==> src/bdmc_pkg.sv <==
`timescale 1ns / 1ps
// Shared types and constants of the multi-click key debouncer.
package bdmc_pkg;

    localparam int unsigned KEY_PORTS = 4;

    localparam logic [15:0] DEBOUNCE_RESET    = 16'd10;
    localparam logic [15:0] WINDOW_RESET      = 16'd150;
    localparam logic [3:0]  ACTIVE_HIGH_RESET = 4'(32'h1 << 3);
    localparam logic [7:0]  CLICKS_RESET      = 8'd1;
    localparam logic [7:0]  CLICKS_MAX        = 8'd255;

    typedef enum logic [1:0] {
        REG_DEBOUNCE    = 2'd0,
        REG_WINDOW      = 2'd1,
        REG_ACTIVE_HIGH = 2'd2
    } cfg_reg_e;

    typedef struct packed {
        logic [3:0]  key_levels;
        logic [31:0] now_ticks;
        logic [3:0]  clear_mask;
    } scan_item_t;

    typedef struct packed {
        logic [3:0]  pressed_mask;
        logic [3:0]  window_open_mask;
        logic [3:0]  done_mask;
        logic [7:0]  clicks_key0;
        logic [7:0]  clicks_key1;
        logic [7:0]  clicks_key2;
        logic [7:0]  clicks_key3;
        logic [31:0] duration_key0;
        logic [31:0] duration_key1;
        logic [31:0] duration_key2;
        logic [31:0] duration_key3;
    } result_item_t;

    typedef struct packed {
        logic [15:0] debounce_ticks;
        logic [15:0] window_ticks;
    } lane_cfg_t;

    typedef struct packed {
        logic        pressed;
        logic        window;
        logic        done;
        logic [7:0]  clicks;
        logic [31:0] duration;
    } lane_res_t;

endpackage

==> src/button_debounce_multi_click.sv <==
`timescale 1ns / 1ps
// Multi-click key debouncer, top level.
//
// Each scan transfer on the scan channel carries four raw key levels, a
// millisecond timestamp and a clear mask. Every scan yields exactly one
// result transfer with the debounced pressed, window-open and done masks,
// the click count of each key and its press start or press length.
// One lane per key updates its state in the cycle the scan is accepted,
// and the merged result is registered, so a result appears in the cycle
// after its scan. A scan may be accepted every cycle unless scan_stall is
// high: throughput is one item per cycle while the receiver does not stall.
// The result register holds one item. While it is full and the receiver
// stalls, scan_stall is raised and the held result stays unchanged.
// Configuration writes (debounce ticks, click window ticks, active-high
// mask) are taken at any edge with cfg_we high and should be made while idle.
// Reset restores the register defaults, clears all key state, sets every
// click count to one and empties the result register.
module button_debounce_multi_click
    import bdmc_pkg::*;
#(
    parameter int unsigned NUM_KEYS = 4
)
(
    input  logic         clk,
    input  logic         rst_n,
    input  logic         cfg_we,
    input  logic [1:0]   cfg_index,
    input  logic [15:0]  cfg_data,
    input  logic         scan_valid,
    output logic         scan_stall,
    input  scan_item_t   scan,
    output logic         result_valid,
    input  logic         result_stall,
    output result_item_t result
);

    logic [15:0] debounce_reg;
    logic [15:0] window_reg;
    logic [3:0]  active_high_reg;

    logic        fire;
    logic [3:0]  active;
    lane_cfg_t   lane_cfg;
    lane_res_t   lane_res [KEY_PORTS];

    always_ff @(posedge clk or negedge rst_n)
    begin
        if (!rst_n)
        begin
            debounce_reg    <= DEBOUNCE_RESET;
            window_reg      <= WINDOW_RESET;
            active_high_reg <= ACTIVE_HIGH_RESET;
        end
        else if (cfg_we)
        begin
            unique case (cfg_index)
                REG_DEBOUNCE:    debounce_reg    <= cfg_data;
                REG_WINDOW:      window_reg      <= cfg_data;
                REG_ACTIVE_HIGH: active_high_reg <= cfg_data[3:0];
                default:         ;
            endcase
        end
    end

    assign scan_stall = result_valid && result_stall;
    assign fire       = scan_valid && !scan_stall;
    assign active     = ~(scan.key_levels ^ active_high_reg);

    assign lane_cfg.debounce_ticks = debounce_reg;
    assign lane_cfg.window_ticks   = window_reg;

    for (genvar k = 0; k < KEY_PORTS; k++)
    begin : g_lane
        if (k < NUM_KEYS)
        begin : g_on
            bdmc_lane u_lane (
                .clk    (clk),
                .rst_n  (rst_n),
                .fire   (fire),
                .active (active[k]),
                .clear  (scan.clear_mask[k]),
                .now    (scan.now_ticks),
                .cfg    (lane_cfg),
                .res    (lane_res[k])
            );
        end
        else
        begin : g_off
            assign lane_res[k] = '0;
        end
    end

    bdmc_merge u_merge (
        .clk          (clk),
        .rst_n        (rst_n),
        .fire         (fire),
        .lane_res     (lane_res),
        .result_stall (result_stall),
        .result_valid (result_valid),
        .result       (result)
    );

endmodule

==> src/bdmc_lane.sv <==
`timescale 1ns / 1ps
// One key lane: timestamp debounce, press timing and click window.
module bdmc_lane
    import bdmc_pkg::*;
(
    input  logic        clk,
    input  logic        rst_n,
    input  logic        fire,
    input  logic        active,
    input  logic        clear,
    input  logic [31:0] now,
    input  lane_cfg_t   cfg,
    output lane_res_t   res
);

    logic        pressed_reg, pressed_next;
    logic        window_reg, window_next;
    logic        done_reg, done_next;
    logic [31:0] db_start_reg, db_start_next;
    logic [31:0] press_reg, press_next;
    logic [31:0] release_reg, release_next;
    logic [7:0]  clicks_reg, clicks_next;

    logic        want;
    logic        confirm;
    logic        release_now;
    logic        window_end;
    logic [31:0] db_elapsed;
    logic [31:0] win_elapsed;
    logic [7:0]  clicks_base;
    logic        done_base;

    assign want        = pressed_reg ? !active : active;
    assign db_elapsed  = now - db_start_reg;
    assign win_elapsed = now - release_reg;
    assign confirm     = want && (db_start_reg != '0)
                         && (db_elapsed > {16'd0, cfg.debounce_ticks});
    assign release_now = confirm && pressed_reg;
    // A release in this scan restamps the window, so it cannot also end it.
    assign window_end  = window_reg && !release_now
                         && (win_elapsed > {16'd0, cfg.window_ticks});
    assign clicks_base = clear ? CLICKS_RESET : clicks_reg;
    assign done_base   = clear ? 1'b0 : done_reg;

    always_comb
    begin
        db_start_next = db_start_reg;
        if (want)
        begin
            if (db_start_reg == '0)
                db_start_next = now;
            else if (confirm)
                db_start_next = '0;
        end

        pressed_next = confirm ? !pressed_reg : pressed_reg;
        press_next   = press_reg;
        if (confirm)
            press_next = pressed_reg ? (now - press_reg) : now;
        release_next = release_now ? now : release_reg;

        window_next = window_reg || release_now;
        clicks_next = clicks_base;
        done_next   = done_base;
        if (window_end)
        begin
            window_next = 1'b0;
            if (pressed_next)
            begin
                if (clicks_base != CLICKS_MAX)
                    clicks_next = clicks_base + 8'd1;
            end
            else
            begin
                done_next = 1'b1;
            end
        end
    end

    always_ff @(posedge clk or negedge rst_n)
    begin
        if (!rst_n)
        begin
            pressed_reg  <= 1'b0;
            window_reg   <= 1'b0;
            done_reg     <= 1'b0;
            db_start_reg <= '0;
            press_reg    <= '0;
            release_reg  <= '0;
            clicks_reg   <= CLICKS_RESET;
        end
        else if (fire)
        begin
            pressed_reg  <= pressed_next;
            window_reg   <= window_next;
            done_reg     <= done_next;
            db_start_reg <= db_start_next;
            press_reg    <= press_next;
            release_reg  <= release_next;
            clicks_reg   <= clicks_next;
        end
    end

    assign res.pressed  = pressed_next;
    assign res.window   = window_next;
    assign res.done     = done_next;
    assign res.clicks   = clicks_next;
    assign res.duration = press_next;

endmodule

==> src/bdmc_merge.sv <==
`timescale 1ns / 1ps
// Merges the lane results into one result item and holds it in the output register.
module bdmc_merge
    import bdmc_pkg::*;
(
    input  logic         clk,
    input  logic         rst_n,
    input  logic         fire,
    input  lane_res_t    lane_res [KEY_PORTS],
    input  logic         result_stall,
    output logic         result_valid,
    output result_item_t result
);

    logic         valid_reg;
    result_item_t data_reg;
    result_item_t data_next;

    always_comb
    begin
        for (int k = 0; k < KEY_PORTS; k++)
        begin
            data_next.pressed_mask[k]     = lane_res[k].pressed;
            data_next.window_open_mask[k] = lane_res[k].window;
            data_next.done_mask[k]        = lane_res[k].done;
        end
        data_next.clicks_key0   = lane_res[0].clicks;
        data_next.clicks_key1   = lane_res[1].clicks;
        data_next.clicks_key2   = lane_res[2].clicks;
        data_next.clicks_key3   = lane_res[3].clicks;
        data_next.duration_key0 = lane_res[0].duration;
        data_next.duration_key1 = lane_res[1].duration;
        data_next.duration_key2 = lane_res[2].duration;
        data_next.duration_key3 = lane_res[3].duration;
    end

    always_ff @(posedge clk or negedge rst_n)
    begin
        if (!rst_n)
            valid_reg <= 1'b0;
        else if (fire)
            valid_reg <= 1'b1;
        else if (!result_stall)
            valid_reg <= 1'b0;
    end

    always_ff @(posedge clk)
    begin
        if (fire)
            data_reg <= data_next;
    end

    assign result_valid = valid_reg;
    assign result       = data_reg;

endmodule

==> config.mk <==
export PLATFORM = sky130hd
export DESIGN_NAME = button_debounce_multi_click
export DESIGN_NICKNAME = d
export VERILOG_FILES = /design/src/bdmc_pkg.sv /design/src/button_debounce_multi_click.sv /design/src/bdmc_lane.sv /design/src/bdmc_merge.sv
export SDC_FILE = /design/constraint.sdc
export NUM_CORES = 2
export LEC_CHECK = 0
export BUFFER_PORTS_ARGS = -buffer_cell sky130_fd_sc_hd__buf_2
export CAP_MARGIN = 20
export CORE_MARGIN = 2
export CORE_UTILIZATION = 30
export DETAILED_ROUTE_END_ITERATION = 7
export PLACE_DENSITY = 0.53
export SLEW_MARGIN = 40
export SYNTH_ARGS = -nofsm -noshare
export SYNTH_HDL_FRONTEND = slang
export SYNTH_SLANG_ARGS = --single-unit
==> constraint.sdc <==
create_clock -name clk -period 11.2 [get_ports clk]
set_input_delay 3.36 -clock clk [delete_from_list [all_inputs] [get_ports clk]]
set_output_delay 3.36 -clock clk [all_outputs]
set_load 0.02 [all_outputs]
# Yosys cells after proc, flatten, opt, wreduce, memory -nomap -nowiden
# Cells that the tools add are included.
# word_totals
register_bits	637
input_bits	63
out_inout_bits	174
# classes
n_addsub	16
magnitude_cmp	8
eq_ne	7
muxes	58
bitwise	2
reduce_logical	63
# op_table
cell	count
$mux W32	16
$sub A32 B32 Y32	12
$gt A32 B16 Y1	8
$logic_not A32 Y1	4
$mux W8	16
$reduce_bool A32 Y1	4
$add A8 B1 Y8 const B	4
$ne A8 B8 Y1 const B	4
$mux W1	26
$logic_and A1 B1 Y1	22
$reduce_and A2 Y1	7
$logic_not A1 Y1	13
$reduce_and A3 Y1	4
$reduce_bool A2 Y1	4
$logic_or A1 B1 Y1	4
$not A4 Y4	1
$xor A4 B4 Y4	1
$eq A2 B1 Y1 const B	1
$eq A2 B2 Y1 const B	1
$logic_not A2 Y1	1
$ne A2 B1 Y1 const B	1

# Logic depth before layout (Yosys ltp)
# logic_depth
word_depth	11
mapped_depth	31
mapped_depth_nobuf	28

# By module
# A second synthesis with hierarchy kept.
# unflattened
cells_unflattened	6164
hier_area_um2	53451.3
# modules_own_cells
module	n_inst	cells_per_inst	area_per_inst_um2
bdmc_lane (g_lane[0].g_on.u_lane)	1	1511	11815.1
bdmc_lane (g_lane[3].g_on.u_lane)	1	1466	11745.0
bdmc_lane (g_lane[2].g_on.u_lane)	1	1473	11680.0
bdmc_lane (g_lane[1].g_on.u_lane)	1	1457	11594.9
bdmc_merge	1	174	5197.5
button_debounce_multi_click	1	83	1418.9

# Worst setup path after synthesis
# OpenSTA, ideal clock, no wires.
# synth_path
path_kind	input to register
startpoint	input scan[4] in the netlist's numbering
endpoint	register g_lane[1].g_on.u_lane.clicks_reg[2]
setup_time_ps	126
arrival_ps	9416
t_required_ps	11074
path_slack_ps	1657
cell_stages	31
path_buffers	4
path_cell_list	clkbuf_1 > inv_1 > ha_1 > fa_1 > nand2b_1 > a21oi_1 > o2111ai_2 > nand2_1 > a21o_1 > a21oi_1 > xnor2_1 > ha_1 > nand4_1 > or4_1 > a21oi_1 > nor4_1 > o2111ai_1 > a211oi_1 > and4b_1 > and3_1 > a21oi_1 > clkbuf_1 > clkbuf_1 > ha_1 > clkbuf_1 > inv_1 > nor2_1 > nand3_1 > a21oi_1 > mux2i_1 > a311o_1
# synth_rtl
element	line	text
start, declared	button_debounce_multi_click.sv:31	input scan_item_t scan,
$sub A32 B32 Y32	bdmc_lane.sv:34	assign db_elapsed = now - db_start_reg;
$gt A32 B16 Y1	bdmc_lane.sv:37	&& (db_elapsed > {16'd0, cfg.debounce_ticks});
$logic_and A1 B1 Y1	bdmc_lane.sv:37	
$mux W1	bdmc_lane.sv:56	pressed_next = confirm ? !pressed_reg : pressed_reg;
named net g_lane[1].g_on.u_lane.pressed_next	bdmc_lane.sv:16	logic pressed_reg, pressed_next;
$mux W8	bdmc_lane.sv:68	if (pressed_next)
$mux W8	bdmc_lane.sv:65	if (window_end)
end signal, assigned	bdmc_lane.sv:100	clicks_reg <= clicks_next;
end, declared	bdmc_lane.sv:22	logic [7:0] clicks_reg, clicks_next;
# The timed path passes the listed nets, and every way through them passes these cells.
# A chain may end at the register's enable or synchronous reset.

# Worst setup path in the final report
# layout_path
startpoint	input scan[5] in the netlist's numbering
endpoint	register g_lane[0].g_on.u_lane.clicks_reg[3]
# layout_via
elab_chain_len	8
# layout_lines
element	line	text
$sub A32 B32 Y32	bdmc_lane.sv:34	
$gt A32 B16 Y1	bdmc_lane.sv:37	
$logic_and A1 B1 Y1	bdmc_lane.sv:37	
$logic_and A1 B1 Y1	bdmc_lane.sv:38	assign release_now = confirm && pressed_reg;
$logic_not A1 Y1	bdmc_lane.sv:40	assign window_end = window_reg && !release_now
$logic_and A1 B1 Y1	bdmc_lane.sv:40	
$logic_and A1 B1 Y1	bdmc_lane.sv:41	&& (win_elapsed > {16'd0, cfg.window_ticks});
$mux W8 (*)	bdmc_lane.sv:65	
end signal, assigned	bdmc_lane.sv:100	
end, declared	bdmc_lane.sv:22	
# Every way passes the cells marked *; elsewhere a longest branch is shown, timed or not.

==> metrics <==
area of the multi-input gates 0.0326 mm2; Slew HR between 30% and 40%; GRT Residual Overflow 0; Max Buffers Root-to-Sink 3; #FFs+latches synth about 640; delay-heaviest family, CP compound AO/OA/AOI/OAI gates; Largest register FFs 172; CP Data Required Time about 12 ns; Max Cap Viol 0; Clk pin slew, worst setup/hold paths roughly 0.060 ns; Setup violations, final 0; PD cells 309 mW/mm2; routed via count 46500; worst vdd ir between 0.15 and 0.2 mV; CP max FO 6; worst min-delay path category reg2reg; Hold Buf Count CTS 0; static leakage 25.6 nW; syn_area_per_cell 8.75 um2; CP endpoint kind flip-flop; Post-Route Skew 0.0306 ns; DR vias/cell 5.43; commonest non-fill, non-tap cell in the layout inv_1; Tmin final 9.58 ns; # DRC 0; drt wl/cell 22.2 um; Max Transition Viols Final 0; Layout Nets 6747; GPL Wtd Cong 0.912; Final HPWL DP 140000 um; Worst Max-Slew Pin Slew 0.899 ns; met3 wire len 9780 um; CP bufs+invs 2; YS warnings 0; synth unique cells 109; first-pass GRT wire length ~280000 um; PortBufs 236; top routing layer used met5; P&R area growth vs syn 12.9%; clock sink total about 640; Die Y 422 um; initial antenna violation count 24; Synth area leader dfrtp_1; gr usage total 20.7%; io pins around 240; initial DRC count around 3500; final-report hold violation count 0; element type at the critical path start input pin; synth top area cells dfrtp_1, ha_1, edfxtp_1; H-tree levels 3; wirelength, routed 190000 um; area of the mapped netlist between 0.05 and 0.06 mm2; fraction of layout instances using a drive strength above 1 13.6%; TNS Setup 0 ns; # rows around 150; largest net degree at the start of global routing between 100 and 150; asr flop ratio synth 73.0%; Tcrit/Tclk final a little under nine tenths; drt pass-1 iters 6; Sequential cell area 0.0168 mm2; post-CTS sizing 0; worst skew pair latency just over 0.7 ns; die width 422 um; Post-synth top flop dfrtp_1; CORE AREA 0.174 mm2; unrepaired setup endpoints after global routing no; CTS buffer count between 70 and 80; # Post-CTS Setup Buffers 0; CP max stage delay 0.56 ns; CTS root buf clkbuf_16; CTS tree done; Fillers between 15000 and 20000; Fin Hold WS 0.480 ns; vias in the first global route 44500; most frequent cells in the layout inv_1, nand2_1, ha_1; top cell type's share of synthesized area 21.7%; antenna-violating nets left 0; Crit Path Class in2reg; Seq/Total Area, Yosys 32.1%; metal2 WL between 80000 and 90000 um; WP data arrival 10.15 ns; Synth Instances 5980; Slowest-stage cell, CP a41o_1; Post-synth EDFFs about 170; die area between 0.15 and 0.2 mm2; outcome complete, no violations; Initial Util between 30% and 40%; WL met1 86800 um; Synth Net Count 6563; fmax 0.104 GHz
==> per-stage QoR <==
step / std cells / setup slack, ns / total power, mW / area, um2 / util, %
2_1_floorplan: 5980 / 1.66 / 12.3 / 52400 / -
6_report: 8555 / 1.62 / 18.2 / 59100 / 34.0
3_5_place_dp: 8405 / 1.00 / 15.5 / 56500 / 32.5
3_3_place_gp: 8400 / 1.03 / 15.3 / 56300 / 32.4
4_1_cts: 8547 / 1.70 / 18.3 / 59000 / 34.0
5_1_grt: 8551 / 1.20 / 19.7 / 59100 / 34.0
==> tightest hold or removal path, cell delays in order (launching register included) <==
cell     delay, ns
dfrtp_1       0.34
nand2_1       0.05
o21ai_0       0.06
==> cell usage after synthesis, types with 35 or more instances <==
cell type / n
a211oi_1: 68
a21o_1: 186
a21oi_1: 413
a22o_1: 35
a31oi_1: 62
and2_1: 42
and3_1: 48
clkbuf_1: 181
dfrtp_1: 454
edfxtp_1: 172
ha_1: 508
inv_1: 536
mux2_1: 64
mux2_2: 253
mux2i_1: 48
nand2_1: 525
nand2b_1: 73
nand3_1: 255
nand4_1: 98
nor2_1: 280
nor2b_1: 70
nor3_1: 82
nor4_1: 55
o211ai_1: 44
o21a_1: 79
o21ai_0: 424
o21ai_1: 58
o31ai_1: 51
or3_1: 35
xnor2_1: 164
xor2_1: 104
==> path summary, 6_finish.rpt <==
check | startpoint | to | slack (ns) | cells past startpoint
max | scan[5] | g_lane[0].g_on.u_lane.clicks_reg[3] | 1.62 | 27
min | g_lane[2].g_on.u_lane.release_reg[11] | g_lane[2].g_on.u_lane.release_reg[11] | 0.48 | 2
max reg2reg | g_lane[2].g_on.u_lane.db_start_reg[0] | u_merge.result[143] | 4.38 | 24
min reg2reg | g_lane[2].g_on.u_lane.release_reg[11] | g_lane[2].g_on.u_lane.release_reg[11] | 0.48 | 2
max in group asynchronous | rst_n | g_lane[3].g_on.u_lane.clicks_reg[0] | 7.17 | 4
min in group asynchronous | rst_n | g_lane[2].g_on.u_lane.press_reg[8] | 2.52 | 1
==> cell families after synthesis <==
logic type,after synthesis,share of synthesized area (%)
AO/OA/AOI/OAI,1747,21.7
AND/OR/NAND/NOR,1669,15.7
buffers and inverters,774,5.73
flip-flops,637,32.1
adder cells (fa/ha/maj),520,12.6
multiplexers,365,7.74
XOR/XNOR,268,4.48
==> final cells by class <==
type	instances	area share, %
clock inverters	35	0.616
repair buffers	340	3.64
clock buffers	107	3.68
multi-input cells	4569	55.2
inverters	537	3.42
well taps	2325	4.92
flip-flops and latches	637	28.5
diodes	5	0.0212
==> report_power, final <==
part | internal [mW] | switching, mW | total (mW) | leakage [nW]
Combinational | 4.53 | 7.03 | 11.6 | 16.9
Sequential | 3.54 | 0.517 | 4.05 | 7.50
Clock | 1.50 | 1.12 | 2.62 | 1.24
Total | 9.57 | 8.67 | 18.2 | 25.6
==> metal layers <==
layer	vias to the layer above	track usage (%)
met1	22700	28.4
met3	271	2.75
met2	1290	33.9
met5	-	0
met4	8	6.15
li1	22200	-
(Power assumes the default switching activity.)
